**config.mk**
```make
export PLATFORM = sky130hd
export DESIGN_NAME = lc3bmd_cstore
export DESIGN_NICKNAME = d
export VERILOG_FILES = /design/src/rtl/lc3bmd_pkg.sv /design/src/rtl/lc3bmd_cstore.sv
export SDC_FILE = /design/constraint.sdc
export NUM_CORES = 2
export LEC_CHECK = 0
export ABC_AREA = 1
export ABC_CLOCK_PERIOD_IN_PS = 11060
export BUFFER_PORTS_ARGS = -buffer_cell sky130_fd_sc_hd__buf_4
export CAP_MARGIN = 20
export CORE_MARGIN = 3
export CORE_UTILIZATION = 45
export DETAILED_ROUTE_END_ITERATION = 7
export PLACE_DENSITY = 0.65
export SYNTH_ARGS = -nofsm -noshare
export SYNTH_HDL_FRONTEND = slang
export SYNTH_SLANG_ARGS = --single-unit
```
**constraint.sdc**
```tcl
create_clock -name clk -period 11.06 [get_ports clk]
set_input_delay 1.659 -clock clk [delete_from_list [all_inputs] [get_ports clk]]
set_output_delay 1.659 -clock clk [all_outputs]
set_load 0.02 [all_outputs]
```
**src/rtl/lc3bmd_pkg.sv**
```systemverilog
// ----------------------------------------------------------------------------
// lc3bmd_pkg
// Types, constants and helpers of the LC-3b microcoded datapath unit.
// ----------------------------------------------------------------------------
package lc3bmd_pkg;

  localparam int MEM_WORDS_DEF = 32768;
  localparam int CS_ROWS       = 64;
  localparam int CS_AW         = $clog2(CS_ROWS);
  localparam int NUM_REGS      = 8;
  localparam int MEM_LATENCY   = 5;
  localparam logic [5:0] START_STATE = 6'd18;

  localparam logic [1:0] OP_TICK  = 2'd0;
  localparam logic [1:0] OP_WR_CS = 2'd1;
  localparam logic [1:0] OP_WR_MEM = 2'd2;
  localparam logic [1:0] OP_RD_MEM = 2'd3;

  localparam logic [1:0] COND_NONE  = 2'd0;
  localparam logic [1:0] COND_READY = 2'd1;
  localparam logic [1:0] COND_BEN   = 2'd2;
  localparam logic [1:0] COND_ADDR  = 2'd3;

  localparam logic [2:0] CC_N = 3'b100;
  localparam logic [2:0] CC_Z = 3'b010;
  localparam logic [2:0] CC_P = 3'b001;

  typedef struct packed {
    logic       ird;
    logic [1:0] cond;
    logic [5:0] j;
    logic       ld_mar;
    logic       ld_mdr;
    logic       ld_ir;
    logic       ld_ben;
    logic       ld_reg;
    logic       ld_cc;
    logic       ld_pc;
    logic       drv_pc;
    logic       drv_mdr;
    logic       drv_alu;
    logic       drv_marmux;
    logic       drv_shf;
    logic [1:0] pcmux;
    logic       drmux;
    logic       sr1mux;
    logic       addr1mux;
    logic [1:0] addr2mux;
    logic       marmux;
    logic [1:0] aluk;
    logic       mio_en;
    logic       r_w;
    logic       wsize;
    logic       lshf1;
  } uinst_t;

  typedef struct packed {
    logic [1:0]  op;
    logic [14:0] index;
    logic [34:0] data;
  } in_t;

  typedef struct packed {
    logic [5:0]  micro_state_out;
    logic [15:0] bus_value;
    logic [15:0] pc_value;
    logic [15:0] ir_value;
    logic [2:0]  cc_nzp;
    logic        halted;
    logic [15:0] read_data;
  } out_t;

  typedef struct packed {
    logic        en;
    logic [14:0] addr;
    logic [15:0] data;
  } mem_wr_t;

  typedef struct packed {
    logic             en;
    logic [CS_AW-1:0] addr;
    uinst_t           data;
  } cs_wr_t;

  function automatic logic [15:0] sext5(input logic [4:0] v);
    return {{11{v[4]}}, v};
  endfunction

  function automatic logic [15:0] sext6(input logic [5:0] v);
    return {{10{v[5]}}, v};
  endfunction

  function automatic logic [15:0] sext8(input logic [7:0] v);
    return {{8{v[7]}}, v};
  endfunction

  function automatic logic [15:0] sext9(input logic [8:0] v);
    return {{7{v[8]}}, v};
  endfunction

  function automatic logic [15:0] sext11(input logic [10:0] v);
    return {{5{v[10]}}, v};
  endfunction

endpackage

```
**src/rtl/lc3bmd_cstore.sv**
```systemverilog
// ----------------------------------------------------------------------------
// lc3bmd_cstore
// Writable control store; the registered read tracks the next microstate.
// ----------------------------------------------------------------------------
module lc3bmd_cstore
  import lc3bmd_pkg::*;
(
  input  logic             clk,
  input  cs_wr_t           wr,
  input  logic [CS_AW-1:0] raddr,
  output uinst_t           rdata
);

  uinst_t mem [CS_ROWS];
  uinst_t rdata_r;

  always_ff @(posedge clk) begin
    if (wr.en) begin
      mem[wr.addr] <= wr.data;
    end
  end

  // forward a write that hits the row being fetched
  always_ff @(posedge clk) begin
    if (wr.en && (wr.addr == raddr)) begin
      rdata_r <= wr.data;
    end else begin
      rdata_r <= mem[raddr];
    end
  end

  assign rdata = rdata_r;

endmodule

```
# --- After elaboration in Yosys (flattened, before gate mapping) ---
# Memories as Yosys holds them, arrays and structs flattened. A register that Yosys moved wholly into a read port is not among the register bits.
# Index checks and enable logic that the tools add are counted.
totals:
  input_bits: 49
  mem_bits_rw: 2240
  elab_cells: 3
  mem_count: 1
  register_bits: 0
  output_inout_bits: 35
memory_table:
  columns: ["name", "words", "word_bits", "rd", "rd_ports_with_merged_regs", "wr", "line", "source"]
  rows:
  - ["mem", 64, 35, 1, 1, 1, "lc3bmd_cstore.sv:14", "uinst_t mem [CS_ROWS];"]
classes:
  muxes: 2
ops:
  columns: ["operator", "n"]
  rows:
  - ["$mux W1", 2]

# --- Depth between registers and ports, before layout ---
logic_depth:
  ltp_word: 2
  ltp_mapped: 13
  ltp_nobuf: 9

# --- Worst setup path after synthesis ---
# OpenSTA, ideal clock, no wires.
synth_path:
  path_kind: "input to register"
  start: "input port wr[41] (netlist bit)"
  end: "memory mem[48][0] (netlist bit), enable pin"
  path_slack_ns: 4.976
  t_arrival_ns: 5.569
  required_ns: 10.544
  path_stages: 3
  setup_ns: 0.516
  n_path_buf: 1
  path_cell_list: "clkbuf_1 > nand4_1 > nor4_1"
synth_via:
  elab_chain_cells: 2
synth_lines:
  columns: ["item", "line", "source"]
  rows:
  - ["from (decl)", "lc3bmd_cstore.sv:9", "input cs_wr_t wr,"]
  - ["$mux W1", "lc3bmd_cstore.sv:18", "if (wr.en) begin"]
  - ["$mux W1 (implied by the code)", "lc3bmd_cstore.sv:19", "mem[wr.addr] <= wr.data;"]
  - ["to (decl)", "lc3bmd_cstore.sv:14", null]
# No other way between the ends.

==> flow_metrics.py <==
metrics = {
    "worst_setup_path": {
        "crit_family": "buffers and inverters",
        "critPathSlowestCell": "dfxtp_4",
        "critical_path_peak_fanout": 128,
        "setup.worst_path.class": "reg2out",
        "critical_path.endpoint_type": "output pin",
        "worst_ep_required_time_ps": 9400,
        "cp_common_cell": "nand3_1",
        "critical-path-max-stage-delay_ps": 840,
        "worst-path-buf-inv": 3,
        "timing.critical_path.from_type": "flip-flop",
        "worstPathArrival_ps": 4940,
        "cp_cell_sequence": "buf_12 -> buf_4 -> nand3_1 -> nand3_1 -> nand3_1 -> nand3_1 -> nand2_1 -> nand2_1 -> nand2_1 -> buf_4",
    },
    "synthesis": {
        "proportion_of_synthesized_chip_area_in_sequential_cells_pct": 74.59,
        "netlist_top_cells_count": "nand2_1, edfxtp_1, nand3_1, buf_2, clkbuf_1",
        "post-synth-top-count-cell": "nand2_1",
        "syn_nets": 7427,
        "synth_enable_flop_cells": 2240,
        "synth_seq_cells": 2246,
        "synthDominantAreaCellType": "edfxtp_1",
        "number_of_standard_cells_after_synthesis": 7378,
        "synth.top_cells.by_area": "edfxtp_1, nand3_1, nand2_1",
        "synth_area_mm2": 0.09034,
        "synthDominantCellAreaShare_pct": 74.46,
        "yosys_most_used_dff": "edfxtp_1",
        "netlist-cell-type-count": 18,
        "postSynth.asyncResetShare_pct": 0,
        "synth-warning-count": 0,
        "synth.avg_cell_area_um2": 12.24,
    },
    "layout": {
        "syn_to_final_growth_pct": 10.44,
        "post_layout_nonfiller_instances": 10141,
        "final.fill_count": 16800,
        "register_area_mm2": 0.06740,
        "registers.top_by_ff_count": "mem",
        "multi_input_area_mm2": 0.02048,
        "max_ffs_per_register": 2240,
        "top_regs": "mem: 2240 flops",
        "final_net_count": 7359,
        "drive_above_1_share_pct": 7.605,
    },
    "floorplan": {
        "area_of_the_core_mm2": 0.1984,
        "num_io_pins": 84,
        "num_rows": 163,
        "die_y_um": 454.1,
        "floorplan.initialDensity_pct": 45.53,
        "floorplan.die_area_mm2": 0.2062,
        "dieWidth_um": 454.1,
    },
    "power": {
        "switching_power_share_of_the_total_pct": 22.86,
        "switching_power_mw": 4.037,
        "p_int_mw": 13.62,
        "power.combinational.fraction_pct": 6.2,
        "reg_power_share_pct": 53.5,
        "power-per-cell-area_mw_per_mm2": 177.0,
        "clk_pwr_share_pct": 40.3,
        "irDropWorstVdd_mv": 0.1711,
        "total_leakage_power_nw": 34.69,
    },
    "placed_design": {
        "io_buffer_count": 83,
        "placed_cells": 9731,
        "place.gp.congestion": 0.8068,
        "place_hpwl_um": 126700,
    },
    "timing": {
        "finalSetupViolCount": 0,
        "final.min_clock_period_ps": 6602,
        "finalMaxSlewViolations": 0,
        "max_freq_mhz": 151.5,
        "rsz0062_at_grt": "false",
        "timing.setup.tns_ps": 0,
        "tightest_slew_ps": 1155,
        "final_hold_viol_count": 0,
        "max_slew_headroom_pct": 22.97,
        "final_min_period_over_clock_period_pct": 59.69,
    },
    "cts": {
        "cts_sinks": 2246,
        "clk_path_buf_depth": 3,
        "cts_buffers": 217,
        "clock_slew_at_the_register_clock_pins_of_the_worst_setup_and_hold_paths_ps": 60,
        "cts-htree-levels": 4,
        "cts_tree": "done",
        "root_buffer": "clkbuf_16",
        "cts.repair.resized": 0,
        "postCtsHoldBufs": 0,
        "post-cts-setup-buffer-count": 0,
    },
    "grt": {
        "grt_pass1_wl_um": 378800,
        "globalRouteOverflowTotal": 0,
        "largest_net_degree_at_the_start_of_global_routing": 216,
        "first_global_vias": 55614,
        "grt_antenna_before_repair": 14,
        "gr-usage-all-layers_pct": 24.88,
    },
    "status": {
        "run_status": "finished clean",
    },
    "detailed_routing": {
        "avgViaCountPerCell": 5.838,
        "route.vias.total": 59201,
        "ant_nets": 0,
        "avgRoutedWirePerCell_um": 25.70,
        "finalWirelength_um": 260600,
        "initialDrtViolationCount": 7827,
        "drc_errors": 0,
        "number_of_search_and_repair_iterations_in_the_first_detailed_routing_pass": 6,
    },
    "flow_run": {
        "max_cap_viol_count": 0,
    },
    "worst_hold_path": {
        "hp-class": "in2reg",
    },
}
per-stage QoR:
stage / setup WS (ps) / instance area, um2 / utilization, % / hold slack [ps] / total power [mW]
4_1_cts: 4486 / 99760 / 50.27 / 843.3 / 17.71
3_3_place_gp: 5390 / 92950 / 46.84 / 1763 / 10.69
3_5_place_dp: 5417 / 92950 / 46.84 / 1766 / 10.70
5_1_grt: 4359 / 99760 / 50.27 / 865.3 / 18.16
6_report: 4458 / 99780 / 50.28 / 899.3 / 17.66
2_1_floorplan: 4976 / 90340 / - / 1687 / 10.25
placed cells by master, fill, tap and decap left out, types with 6 or more instances in the layout:
cell type,instances
nand2_1,2483
edfxtp_1,2240
nand3_1,2073
clkbuf_16,219
buf_4,193
clkinv_1,64
nor2_4,56
clkbuf_1,50
clkinv_2,42
bufinv_16,13
buf_12,11
nand4_1,9
nor4_2,8
diode_2,6
inv_6,6
inv_1,6
metal layers:
metal	global-route usage, %	share of wire [%]
met5	0	0.0050
met4	10.23	4.2
met3	4.325	9.9
met2	39.17	46
met1	34.41	39
layout make-up:
type | instances | area share (%)
timing repair buffer | 204 | 1.673
clock buffer | 269 | 5.681
sequential | 2246 | 67.56
tap | 2640 | 3.311
antenna | 6 | 0.01505
multi-input combinational | 4629 | 20.53
clock inverter | 135 | 1.149
inverter | 12 | 0.08778
path summary, 6_finish.rpt:
kind	to	cells past startpoint	slack (ps)	from
min	flip-flop	1	900	raddr[3]
max	rdata[22]	10	4460	flip-flop
power by group through the flow:
| stage | combinational, mW | sequential (mW) | clock (mW) |
|---|---|---|---|
| 6_report | 1.09 | 9.45 | 7.12 |
| 2_1_floorplan | 0.629 | 9.62 | 0 |
| 3_5_place_dp | 1.07 | 9.63 | 0 |
| 3_3_place_gp | 1.06 | 9.63 | 0 |
| 5_1_grt | 1.17 | 9.45 | 7.54 |
| 4_1_cts | 1.08 | 9.45 | 7.19 |
kinds of logic after synthesis:
logic type             after synthesis  share of synthesized area (%)
and+or+nand+nor                   4629                          22.15
DFF                               2246                          74.59
buffers and inverters              503                          3.259
Power figures use the tool's default switching activity.
